## config.mk

```make
export PLATFORM = sky130hd
export DESIGN_NAME = ssi_angle_multiturn_tracker_unit
export DESIGN_NICKNAME = d
export VERILOG_FILES = /design/src/rtl/samt_pkg.sv /design/src/rtl/samt_frame_dec.sv /design/src/rtl/samt_core.sv /design/src/rtl/ssi_angle_multiturn_tracker_unit.sv
export SDC_FILE = /design/constraint.sdc
export NUM_CORES = 2
export LEC_CHECK = 0
export BUFFER_PORTS_ARGS = -buffer_cell sky130_fd_sc_hd__clkbuf_2
export CAP_MARGIN = 20
export CORE_ASPECT_RATIO = 0.75
export CORE_MARGIN = 3
export CORE_UTILIZATION = 56
export CTS_BUF_LIST = sky130_fd_sc_hd__clkbuf_4 sky130_fd_sc_hd__clkbuf_8
export CTS_CLUSTER_DIAMETER = 30
export DETAILED_ROUTE_END_ITERATION = 12
export GPL_TIMING_DRIVEN = 0
export PLACE_DENSITY = 0.82
export SYNTH_ARGS = -nofsm -noshare
export SYNTH_HDL_FRONTEND = slang
export SYNTH_SLANG_ARGS = --single-unit
export TNS_END_PERCENT = 1
```

## constraint.sdc

```tcl
create_clock -name clk -period 9.73 [get_ports clk]
set_input_delay 1.946 -clock clk [delete_from_list [all_inputs] [get_ports clk]]
set_output_delay 1.946 -clock clk [all_outputs]
set_load 0.02 [all_outputs]
```

## src/rtl/samt_pkg.sv

```systemverilog
`timescale 1ns / 1ps
// ----------------------------------------------------------------------------
// samt_pkg
// Shared types, register indexes, codes and the CRC-6 helper for the SSI
// angle multiturn tracker.
// ----------------------------------------------------------------------------
package samt_pkg;

  localparam int ANGLE_BITS      = 14;
  localparam int STATUS_BITS     = 4;
  localparam int CRC_BITS        = 6;
  localparam int PAYLOAD_BITS    = ANGLE_BITS + STATUS_BITS;
  localparam int FRAME_BITS      = PAYLOAD_BITS + CRC_BITS;
  localparam int CNT_BITS        = 32;
  localparam int STAMP_BITS      = 64;
  localparam int CFG_DATA_BITS   = 32;
  localparam int CFG_INDEX_BITS  = 2;
  localparam int COUNT_BITS_DEF  = 48;

  localparam logic [ANGLE_BITS-1:0]  MAX_STEP_RST  = 14'd1024;
  localparam logic [STATUS_BITS-1:0] BAD_MASK_RST  = 4'd11;
  localparam logic [31:0]            TIMEOUT_RST   = 32'd10000;

  localparam logic [CFG_INDEX_BITS-1:0] REG_MAX_STEP = 2'd0;
  localparam logic [CFG_INDEX_BITS-1:0] REG_BAD_MASK = 2'd1;
  localparam logic [CFG_INDEX_BITS-1:0] REG_TIMEOUT  = 2'd2;

  typedef enum logic [1:0] {
    FN_FRAME = 2'd0,
    FN_RAW   = 2'd1,
    FN_ZERO  = 2'd2,
    FN_QUERY = 2'd3
  } samt_func_t;

  typedef enum logic [2:0] {
    ERR_NONE   = 3'd0,
    ERR_COMM   = 3'd1,
    ERR_FIELD  = 3'd2,
    ERR_JUMP   = 3'd3,
    ERR_NOINIT = 3'd4
  } samt_err_t;

  typedef struct packed {
    logic [ANGLE_BITS-1:0]  max_step;
    logic [STATUS_BITS-1:0] bad_mask;
    logic [31:0]            timeout;
  } samt_cfg_t;

  typedef struct packed {
    logic [ANGLE_BITS-1:0]  angle;
    logic [STATUS_BITS-1:0] status;
    logic                   link_good;
  } samt_sample_t;

  typedef struct packed {
    logic      ok;
    samt_err_t err;
    logic      fresh;
  } samt_res_t;

  // CRC of a single set payload bit (poly 0x03, init zero, MSB first)
  function automatic logic [CRC_BITS-1:0] crc6_col(input int unsigned pos);
    logic [CRC_BITS-1:0] c;
    case (pos)
      0:       c = 6'h03;
      1:       c = 6'h06;
      2:       c = 6'h0C;
      3:       c = 6'h18;
      4:       c = 6'h30;
      5:       c = 6'h23;
      6:       c = 6'h05;
      7:       c = 6'h0A;
      8:       c = 6'h14;
      9:       c = 6'h28;
      10:      c = 6'h13;
      11:      c = 6'h26;
      12:      c = 6'h0F;
      13:      c = 6'h1E;
      14:      c = 6'h3C;
      15:      c = 6'h3B;
      16:      c = 6'h35;
      17:      c = 6'h29;
      default: c = '0;
    endcase
    return c;
  endfunction

  // CRC is linear with a zero seed: XOR the columns of the set bits
  function automatic logic [CRC_BITS-1:0] crc6(input logic [PAYLOAD_BITS-1:0] data);
    logic [CRC_BITS-1:0] acc;
    acc = '0;
    for (int unsigned i = 0; i < PAYLOAD_BITS; i++) begin
      if (data[i]) begin
        acc = acc ^ crc6_col(i);
      end
    end
    return acc;
  endfunction

  function automatic logic [CNT_BITS-1:0] sat_inc(input logic [CNT_BITS-1:0] v);
    return (v != '1) ? v + CNT_BITS'(1) : v;
  endfunction

endpackage

```

## src/rtl/samt_frame_dec.sv

```systemverilog
`timescale 1ns / 1ps
// ----------------------------------------------------------------------------
// samt_frame_dec
// Picks angle and status from an SSI frame or from the raw inputs and folds
// the CRC and range checks into one link-good flag.
// ----------------------------------------------------------------------------
module samt_frame_dec (
  input  samt_pkg::samt_func_t                func,
  input  logic [samt_pkg::FRAME_BITS-1:0]     frame,
  input  logic [15:0]                         angle_in,
  input  logic [7:0]                          status_in,
  input  logic                                link_ok,
  output samt_pkg::samt_sample_t              smp
);

  logic [samt_pkg::PAYLOAD_BITS-1:0] payload;
  logic                              crc_ok;

  assign payload = frame[samt_pkg::FRAME_BITS-1:samt_pkg::CRC_BITS];
  assign crc_ok  = samt_pkg::crc6(payload) == frame[samt_pkg::CRC_BITS-1:0];

  always_comb begin
    unique case (func)
      samt_pkg::FN_FRAME: begin
        smp.angle     = payload[samt_pkg::PAYLOAD_BITS-1:samt_pkg::STATUS_BITS];
        smp.status    = payload[samt_pkg::STATUS_BITS-1:0];
        smp.link_good = link_ok && crc_ok;
      end
      samt_pkg::FN_RAW: begin
        smp.angle     = angle_in[samt_pkg::ANGLE_BITS-1:0];
        smp.status    = status_in[samt_pkg::STATUS_BITS-1:0];
        smp.link_good = link_ok && (angle_in[15:samt_pkg::ANGLE_BITS] == '0)
                        && (status_in[7:samt_pkg::STATUS_BITS] == '0);
      end
      default: begin
        smp.angle     = angle_in[samt_pkg::ANGLE_BITS-1:0];
        smp.status    = status_in[samt_pkg::STATUS_BITS-1:0];
        smp.link_good = 1'b0;
      end
    endcase
  end

endmodule

```

## src/rtl/samt_core.sv

```systemverilog
`timescale 1ns / 1ps
// ----------------------------------------------------------------------------
// samt_core
// Tracker state: sample checks, multiturn unwrap, relative zero, error
// counters and freshness. State and result registers update together per item.
// ----------------------------------------------------------------------------
module samt_core #(
  parameter int COUNT_BITS = samt_pkg::COUNT_BITS_DEF
) (
  input  logic                                clk,
  input  logic                                rst_n,
  input  logic                                adv,
  input  samt_pkg::samt_func_t                func,
  input  logic [samt_pkg::STAMP_BITS-1:0]     stamp,
  input  samt_pkg::samt_sample_t              smp,
  input  samt_pkg::samt_cfg_t                 cfg,
  output samt_pkg::samt_res_t                 res,
  output logic [samt_pkg::ANGLE_BITS-1:0]     angle_q,
  output logic [samt_pkg::STATUS_BITS-1:0]    status_q,
  output logic [COUNT_BITS-1:0]               count_q,
  output logic [COUNT_BITS:0]                 rel_q,
  output logic [samt_pkg::CNT_BITS-1:0]       link_total_q,
  output logic [samt_pkg::CNT_BITS-1:0]       link_run_q,
  output logic [samt_pkg::CNT_BITS-1:0]       field_total_q,
  output logic [samt_pkg::CNT_BITS-1:0]       jump_total_q
);

  localparam int AB = samt_pkg::ANGLE_BITS;
  localparam int SB = samt_pkg::STAMP_BITS;
  localparam int NB = samt_pkg::CNT_BITS;

  logic [AB-1:0]                  prev_angle_r, prev_angle_nxt;
  logic [samt_pkg::STATUS_BITS-1:0] prev_status_r, prev_status_nxt;
  logic [COUNT_BITS-1:0]          count_r, count_nxt;
  logic [COUNT_BITS-1:0]          zero_r, zero_nxt;
  logic [SB-1:0]                  seen_r, seen_nxt;
  logic [SB-1:0]                  good_r, good_nxt;
  logic [NB-1:0]                  link_total_r, link_total_nxt;
  logic [NB-1:0]                  link_run_r, link_run_nxt;
  logic [NB-1:0]                  field_total_r, field_total_nxt;
  logic [NB-1:0]                  jump_total_r, jump_total_nxt;
  logic                           started_r, started_nxt;
  samt_pkg::samt_res_t            res_r, res_nxt;

  logic [SB-1:0]                  age;
  logic                           fresh_old;
  logic                           stamp_bad;
  logic signed [AB-1:0]           delta;
  logic signed [AB+1:0]           delta_x;
  logic signed [AB+1:0]           step_x;
  logic                           too_far;
  logic [COUNT_BITS:0]            sum;
  logic                           ovf;

  assign age       = stamp - good_r;
  assign fresh_old = started_r && (stamp >= good_r) && (age <= SB'(cfg.timeout));
  assign stamp_bad = (seen_r != '0) && (stamp <= seen_r);

  // 14-bit difference wraps straight into -8192..8191
  assign delta   = $signed(smp.angle - prev_angle_r);
  assign delta_x = {{2{delta[AB-1]}}, delta};
  assign step_x  = $signed({2'b00, cfg.max_step});
  assign too_far = (delta_x > step_x) || (delta_x < -step_x);
  assign sum     = {count_r[COUNT_BITS-1], count_r}
                 + {{(COUNT_BITS + 1 - AB){delta[AB-1]}}, delta};
  assign ovf     = sum[COUNT_BITS] != sum[COUNT_BITS-1];

  always_comb begin
    prev_angle_nxt  = prev_angle_r;
    prev_status_nxt = prev_status_r;
    count_nxt       = count_r;
    zero_nxt        = zero_r;
    seen_nxt        = seen_r;
    good_nxt        = good_r;
    link_total_nxt  = link_total_r;
    link_run_nxt    = link_run_r;
    field_total_nxt = field_total_r;
    jump_total_nxt  = jump_total_r;
    started_nxt     = started_r;
    res_nxt         = res_r;
    if (adv) begin
      res_nxt.ok    = 1'b0;
      res_nxt.err   = samt_pkg::ERR_NONE;
      res_nxt.fresh = fresh_old;
      unique case (func) inside
        samt_pkg::FN_FRAME, samt_pkg::FN_RAW: begin
          if (!smp.link_good || stamp_bad) begin
            link_total_nxt = samt_pkg::sat_inc(link_total_r);
            link_run_nxt   = samt_pkg::sat_inc(link_run_r);
            res_nxt.err    = samt_pkg::ERR_COMM;
          end else begin
            seen_nxt        = stamp;
            link_run_nxt    = '0;
            prev_angle_nxt  = smp.angle;
            prev_status_nxt = smp.status;
            if ((smp.status & cfg.bad_mask) != '0) begin
              field_total_nxt = samt_pkg::sat_inc(field_total_r);
              res_nxt.err     = samt_pkg::ERR_FIELD;
            end else if (!started_r) begin
              count_nxt     = {{(COUNT_BITS - AB){1'b0}}, smp.angle};
              zero_nxt      = {{(COUNT_BITS - AB){1'b0}}, smp.angle};
              good_nxt      = stamp;
              started_nxt   = 1'b1;
              res_nxt.ok    = 1'b1;
              res_nxt.fresh = 1'b1;
            end else if (too_far || ovf) begin
              jump_total_nxt = samt_pkg::sat_inc(jump_total_r);
              res_nxt.err    = samt_pkg::ERR_JUMP;
            end else begin
              count_nxt     = sum[COUNT_BITS-1:0];
              good_nxt      = stamp;
              res_nxt.ok    = 1'b1;
              res_nxt.fresh = 1'b1;
            end
          end
        end
        samt_pkg::FN_ZERO: begin
          if (started_r) begin
            zero_nxt   = count_r;
            res_nxt.ok = 1'b1;
          end else begin
            res_nxt.err = samt_pkg::ERR_NOINIT;
          end
        end
        samt_pkg::FN_QUERY: begin
          if (started_r) begin
            res_nxt.ok = fresh_old;
          end else begin
            res_nxt.err = samt_pkg::ERR_NOINIT;
          end
        end
        default: begin
          res_nxt = res_r;
        end
      endcase
    end
  end

  always_ff @(posedge clk) begin
    if (!rst_n) begin
      prev_angle_r  <= '0;
      prev_status_r <= '0;
      count_r       <= '0;
      zero_r        <= '0;
      seen_r        <= '0;
      good_r        <= '0;
      link_total_r  <= '0;
      link_run_r    <= '0;
      field_total_r <= '0;
      jump_total_r  <= '0;
      started_r     <= 1'b0;
      res_r         <= '0;
    end else begin
      prev_angle_r  <= prev_angle_nxt;
      prev_status_r <= prev_status_nxt;
      count_r       <= count_nxt;
      zero_r        <= zero_nxt;
      seen_r        <= seen_nxt;
      good_r        <= good_nxt;
      link_total_r  <= link_total_nxt;
      link_run_r    <= link_run_nxt;
      field_total_r <= field_total_nxt;
      jump_total_r  <= jump_total_nxt;
      started_r     <= started_nxt;
      res_r         <= res_nxt;
    end
  end

  assign res           = res_r;
  assign angle_q       = prev_angle_r;
  assign status_q      = prev_status_r;
  assign count_q       = count_r;
  assign rel_q         = {count_r[COUNT_BITS-1], count_r} - {zero_r[COUNT_BITS-1], zero_r};
  assign link_total_q  = link_total_r;
  assign link_run_q    = link_run_r;
  assign field_total_q = field_total_r;
  assign jump_total_q  = jump_total_r;

  a_run_le_total: assert property (@(posedge clk) disable iff (!rst_n)
    link_run_r <= link_total_r)
    else $error("consecutive link errors exceed total");

  a_idle_count: assert property (@(posedge clk) disable iff (!rst_n)
    !started_r |-> (count_r == '0) && (zero_r == '0) && (good_r == '0))
    else $error("count moved before first valid sample");

  a_good_time: assert property (@(posedge clk) disable iff (!rst_n)
    adv && res_nxt.ok && (func == samt_pkg::FN_FRAME || func == samt_pkg::FN_RAW)
    |=> good_r == $past(stamp))
    else $error("valid sample did not record its time");

  a_noinit: assert property (@(posedge clk) disable iff (!rst_n)
    adv && (res_nxt.err == samt_pkg::ERR_NOINIT) |-> !started_r)
    else $error("not-initialized answer after start");

endmodule

```

## src/rtl/ssi_angle_multiturn_tracker_unit.sv

```systemverilog
`timescale 1ns / 1ps
// An accepted item waits in the input register; when the result slot is free
// or drained, its result and out_valid are registered together.
// Throughput: one item per cycle while out_stall is low; tracker state
// updates from the input register, so consecutive items chain with no gaps.
// Reset (rst_n low, synchronous): clears all tracker state and error
// counters, empties both registers, loads default configuration.
// ----------------------------------------------------------------------------
// ssi_angle_multiturn_tracker_unit
// Top level: input register, result handshake, configuration registers.
// ----------------------------------------------------------------------------
module ssi_angle_multiturn_tracker_unit #(
  parameter int COUNT_BITS = samt_pkg::COUNT_BITS_DEF
) (
  input  logic                                     clk,
  input  logic                                     rst_n,
  input  logic                                     cfg_we,
  input  logic [samt_pkg::CFG_INDEX_BITS-1:0]      cfg_index,
  input  logic [samt_pkg::CFG_DATA_BITS-1:0]       cfg_data,
  input  logic                                     in_valid,
  output logic                                     in_stall,
  input  logic [1:0]                               in_func,
  input  logic [samt_pkg::FRAME_BITS-1:0]          in_frame,
  input  logic [15:0]                              in_angle_in,
  input  logic [7:0]                               in_status_in,
  input  logic [samt_pkg::STAMP_BITS-1:0]          in_stamp,
  input  logic                                     in_link_ok,
  output logic                                     out_valid,
  input  logic                                     out_stall,
  output logic                                     out_ok,
  output logic [2:0]                               out_error_kind,
  output logic [samt_pkg::ANGLE_BITS-1:0]          out_angle_out,
  output logic [samt_pkg::STATUS_BITS-1:0]         out_status_out,
  output logic signed [COUNT_BITS-1:0]             out_turn_count,
  output logic signed [COUNT_BITS:0]               out_rel_count,
  output logic [samt_pkg::CNT_BITS-1:0]            out_link_errors,
  output logic [samt_pkg::CNT_BITS-1:0]            out_link_errors_run,
  output logic [samt_pkg::CNT_BITS-1:0]            out_field_errors,
  output logic [samt_pkg::CNT_BITS-1:0]            out_jump_errors,
  output logic                                     out_fresh
);

  samt_pkg::samt_cfg_t              cfg_r, cfg_nxt;
  logic                             s_valid_r, s_valid_nxt;
  logic                             out_valid_r, out_valid_nxt;
  logic [1:0]                       s_func_r;
  logic [samt_pkg::FRAME_BITS-1:0]  s_frame_r;
  logic [15:0]                      s_angle_r;
  logic [7:0]                       s_status_r;
  logic [samt_pkg::STAMP_BITS-1:0]  s_stamp_r;
  logic                             s_link_r;
  logic                             in_take;
  logic                             adv;
  samt_pkg::samt_func_t             s_func;
  samt_pkg::samt_sample_t           smp;
  samt_pkg::samt_res_t              res;
  logic [COUNT_BITS-1:0]            count_q;
  logic [COUNT_BITS:0]              rel_q;

  // advance the held item when the result slot is free or being drained
  assign adv      = s_valid_r && (!out_valid_r || !out_stall);
  assign in_stall = s_valid_r && !adv;
  assign in_take  = in_valid && !in_stall;
  assign s_func   = samt_pkg::samt_func_t'(s_func_r);

  always_comb begin
    cfg_nxt = cfg_r;
    if (cfg_we) begin
      unique case (cfg_index)
        samt_pkg::REG_MAX_STEP: cfg_nxt.max_step = cfg_data[samt_pkg::ANGLE_BITS-1:0];
        samt_pkg::REG_BAD_MASK: cfg_nxt.bad_mask = cfg_data[samt_pkg::STATUS_BITS-1:0];
        samt_pkg::REG_TIMEOUT:  cfg_nxt.timeout  = cfg_data[31:0];
        default:                cfg_nxt = cfg_r;
      endcase
    end
  end

  always_comb begin
    s_valid_nxt = in_take || (s_valid_r && !adv);
    if (adv) begin
      out_valid_nxt = 1'b1;
    end else if (!out_stall) begin
      out_valid_nxt = 1'b0;
    end else begin
      out_valid_nxt = out_valid_r;
    end
  end

  always_ff @(posedge clk) begin
    if (!rst_n) begin
      cfg_r.max_step <= samt_pkg::MAX_STEP_RST;
      cfg_r.bad_mask <= samt_pkg::BAD_MASK_RST;
      cfg_r.timeout  <= samt_pkg::TIMEOUT_RST;
      s_valid_r      <= 1'b0;
      out_valid_r    <= 1'b0;
    end else begin
      cfg_r          <= cfg_nxt;
      s_valid_r      <= s_valid_nxt;
      out_valid_r    <= out_valid_nxt;
    end
  end

  always_ff @(posedge clk) begin
    if (in_take) begin
      s_func_r   <= in_func;
      s_frame_r  <= in_frame;
      s_angle_r  <= in_angle_in;
      s_status_r <= in_status_in;
      s_stamp_r  <= in_stamp;
      s_link_r   <= in_link_ok;
    end
  end

  samt_frame_dec u_dec (
    .func      (s_func),
    .frame     (s_frame_r),
    .angle_in  (s_angle_r),
    .status_in (s_status_r),
    .link_ok   (s_link_r),
    .smp       (smp)
  );

  samt_core #(
    .COUNT_BITS (COUNT_BITS)
  ) u_core (
    .clk           (clk),
    .rst_n         (rst_n),
    .adv           (adv),
    .func          (s_func),
    .stamp         (s_stamp_r),
    .smp           (smp),
    .cfg           (cfg_r),
    .res           (res),
    .angle_q       (out_angle_out),
    .status_q      (out_status_out),
    .count_q       (count_q),
    .rel_q         (rel_q),
    .link_total_q  (out_link_errors),
    .link_run_q    (out_link_errors_run),
    .field_total_q (out_field_errors),
    .jump_total_q  (out_jump_errors)
  );

  assign out_valid      = out_valid_r;
  assign out_ok         = res.ok;
  assign out_error_kind = res.err;
  assign out_fresh      = res.fresh;
  assign out_turn_count = $signed(count_q);
  assign out_rel_count  = $signed(rel_q);

endmodule

```

==> flow_summary_export.csv <==
group,metric,value,unit
global_routing,grtUsageMet1,47.9,%
worst_setup_path,crit_type,"register to register",
floorplanning,dieArea,0.0644,mm2
worst_setup_path,cp_common_cell,"a21o_1",
place,dpl.hpwl,86900,um
floorplanning,ioPinCount,404,
detailed_routing,wl_per_cell,19.8,um
sta,period_share,96.2,%
worst_setup_path,startpoint_type,"register",
job,drv_cap,0,
global_routing,gr-usage-all-layers,33.7,%
clocking,cts_buffers,108,
place,port_buffers,403,
pwr,p_per_area,148,mW/mm2
clocking,cts_buffer_depth,3,
worst_setup_path,r2r_cells,35,
place,dpl-instance-area,0.0375,mm2
global_routing,met3_usage,9.49,%
synthesis,ys_ff_latch,543,
clocking,cts_tree,"yes",
detailed_routing,drtAntennaViolNets,0,
sta,setup_viol,0,
min_path,hp-class,"register to register",
worst_setup_path,critPathCaptureType,"register",
global_routing,grt.overflow.total,0,
final_layout,fin_util,66.9,%
synthesis,yosysWarnings,0,
sta,slew_viol_final,0,
clocking,clk_latency,0.74,ns
worst_setup_path,required,10.36,ns
place,place_congestion,0.983,
sta,period_needed,9.36,ns
sta,rsz0062_at_grt,"no",
final_layout,fin_area,0.0400,mm2
sta,worstMarginPinSlew,1.15,ns
synthesis,ys_seq_area_share,35.0,%
floorplanning,die_height,220,um
synthesis,syn_inst,4251,
clocking,htreeDepth,3,
synthesis,ys.flop_type,"dfxtp_1",
detailed_routing,vias,33700,
synthesis,ys_types,92,
synthesis,synth_nets,4714,
floorplanning,die_w,292,um
floorplanning,rows,77,
final_layout,final_layout_size_suffix_gt1_share,14.2,%
global_routing,grt_use_met2,50.3,%
synthesis,async_reset_ff_share,0,%
pwr,peakVddDrop,0.000108,V
global_routing,antenna_found_initial,10,
synthesis,synth_edf_count,115,
clocking,clk_pin_slew_worst_paths,0.06,ns
detailed_routing,drcViolationCount,0,
sta,hold_viol,0,
global_routing,grt_pass1_wl,173000,um
final_layout,nets,5233,
clocking,holdBufCountCts,0,
synthesis,syn_avg_cell_area,8.08,um2
detailed_routing,viasPerCell,5.97,
floorplanning,coreArea,0.0598,mm2
detailed_routing,drt_iter0_drc,3282,
worst_setup_path,rrSetupSlack,0.37,ns
detailed_routing,first_pass_iters,6,
detailed_routing,routed_wl,112000,um
worst_setup_path,slowest_delay,0.67,ns
worst_setup_path,crit_slowest_cell,"nor2_2",
sta,relSlewSlack,23.3,%
pwr,p_leak,15.9,nW
sta,skew,0.0517,ns
global_routing,grt_max_degree,36,
global_routing,grt_pass1_vias,31000,
worst_setup_path,cp_data_arrival_time,10.00,ns
sta,clock.fmax,0.107,GHz
synthesis,syn_area,0.0343,mm2
floorplanning,initial_core_util,57.4,%
outcome,status,"finished clean",
min_path,holdPathStages,2,
final_layout,areaGrowthSynthToFinish,16.6,%
worst_setup_path,cp_max_fo,10,
global_routing,grt_busiest_layer,"met2",
clocking,cts.sink_count,543,
clocking,clockRootBuffer,"clkbuf_8",
## metal layers
layer | up-vias | routed length (um)
met5 | - | 91
met4 | 14 | 2810
met3 | 207 | 12300
met2 | 1583 | 46400
met1 | 15900 | 50300
li1 | 16100 | -
## registers in the layout (all words and copies together), names as in the netlist, 2 cells and up
signal / cells
u_core.good_r: 64
u_core.count_q: 48
s_angle_r: 16
cfg_r: 50
u_core.res: 5
u_core.link_total_q: 32
u_core.zero_r: 48
u_core.link_run_q: 32
s_frame_r: 24
s_func: 2
u_core.field_total_q: 32
u_core.jump_total_q: 32
u_core.seen_r: 64
u_core.angle_q: 14
u_core.status_q: 4
s_stamp_r: 64
s_status_r: 8
## final cells by class
| cell class | instances | area [um2] |
|---|---|---|
| antenna | 2 | 5.00 |
| sequential | 543 | 12000 |
| inverter | 315 | 1180 |
| tap | 790 | 988 |
| clock inverter | 58 | 759 |
| fill | 5008 | 19800 |
| buffer | 173 | 708 |
| multi-input combinational | 3220 | 20400 |
| timing repair buffer | 409 | 2120 |
| clock buffer | 141 | 1800 |
## repair_timing
action,CTS,global route
endpoints found under the setup margin,0,68
setup buffers,0,0
gates resized for setup,0,2
## path summary, 6_finish.rpt
check / startpoint / to
setup / recovery: s_func[1] / u_core.count_q[39]
hold / removal: u_core.zero_r[43] / u_core.zero_r[43]
setup reg to reg: s_func[1] / u_core.count_q[39]
hold reg to reg: u_core.zero_r[43] / u_core.zero_r[43]
## kinds of logic (layout without fill, tap and decap cells)
family                     Yosys count  in the layout  share of synthesized area (%)
buffers and inverters              488           1096                           5.50
xor gates and xnor gates           254            254                           6.48
and+or+nand+nor                   1528           1528                           20.7
muxes                               36             36                           1.06
other                                0              2                              0
AOI/OAI and AO/OA                 1093           1093                           19.9
adders and majority gates          309            309                           11.3
DFF                                543            543                           35.0
## cell usage in the layout, fill, tap and decap left out, types with 28 or more instances in the layout
master    netlist  final
clkbuf_1      129    128
nor3_1         66     66
and2_1         37     37
o21bai_1       30     30
inv_1         315    315
buf_2          28     28
mux2i_1        32     32
nand2_1       665    665
and3_1         35     35
a211oi_1       46     46
nand2b_1       40     40
xor2_1         86     86
o21ai_0       140    140
clkbuf_8        0    119
a21o_1        106    106
a21oi_1       502    502
dfxtp_1       428    428
nor2b_1        29     28
nor4_1         51     51
o211ai_1       38     38
o21a_1         44     44
nand4_1        79     79
xnor2_1       168    167
nor2_1        275    275
or3_1          33     33
clkbuf_2        0    404
nand3_1       148    148
edfxtp_1      115    115
ha_1          305    305
## cell usage after synthesis (all sizes together) (54+ instances only)
| cell | instances | area [um2] |
|---|---|---|
| nand4 | 79 | 494 |
| a21oi | 502 | 2510 |
| nor4 | 54 | 357 |
| nor3 | 66 | 330 |
| nand3 | 149 | 751 |
| nand2 | 665 | 2500 |
| xnor2 | 168 | 1470 |
| clkbuf | 129 | 484 |
| ha | 305 | 3820 |
| o21ai | 148 | 744 |
| nor2 | 276 | 1040 |
| dfxtp | 428 | 8570 |
| edfxtp | 115 | 3450 |
| xor2 | 86 | 753 |
| inv | 315 | 1180 |
| a21o | 106 | 796 |
## power breakdown
part | total, W | internal, W | switching [W]
Sequential | 0.00239 | 0.00234 | 0.0000425
Clock | 0.00274 | 0.00163 | 0.00110
Combinational | 0.000805 | 0.000300 | 0.000505
## stage by stage
step / TNS [ns] / instances / worst slack (ns) / total power [W] / hold slack [ns]
final: 0 / 5651 / 0.367 / 0.00593 / 0.451
after global placement: -253.49 / 5444 / -1.54 / 0.00319 / 0.439
after global routing: 0 / 5649 / 0.0168 / 0.00614 / 0.467
after CTS: 0 / 5649 / 0.403 / 0.00593 / 0.450
after detailed placement: 0 / 5450 / 0.544 / 0.00321 / 0.443
after floorplan: 0 / 4251 / 1.66 / 0.00296 / 0.432
## critical path, delay by kind of cell (launching register included)
family / cells / cell delay (ns)
AOI/OAI and AO/OA: 16 / 3.66
buffers and inverters: 7 / 1.97
and+or+nand+nor: 8 / 1.59
adders and majority gates: 2 / 0.72
muxes: 1 / 0.58
DFF: 1 / 0.35
xor gates and xnor gates: 1 / 0.35
Power figures use the tool's default switching activity.
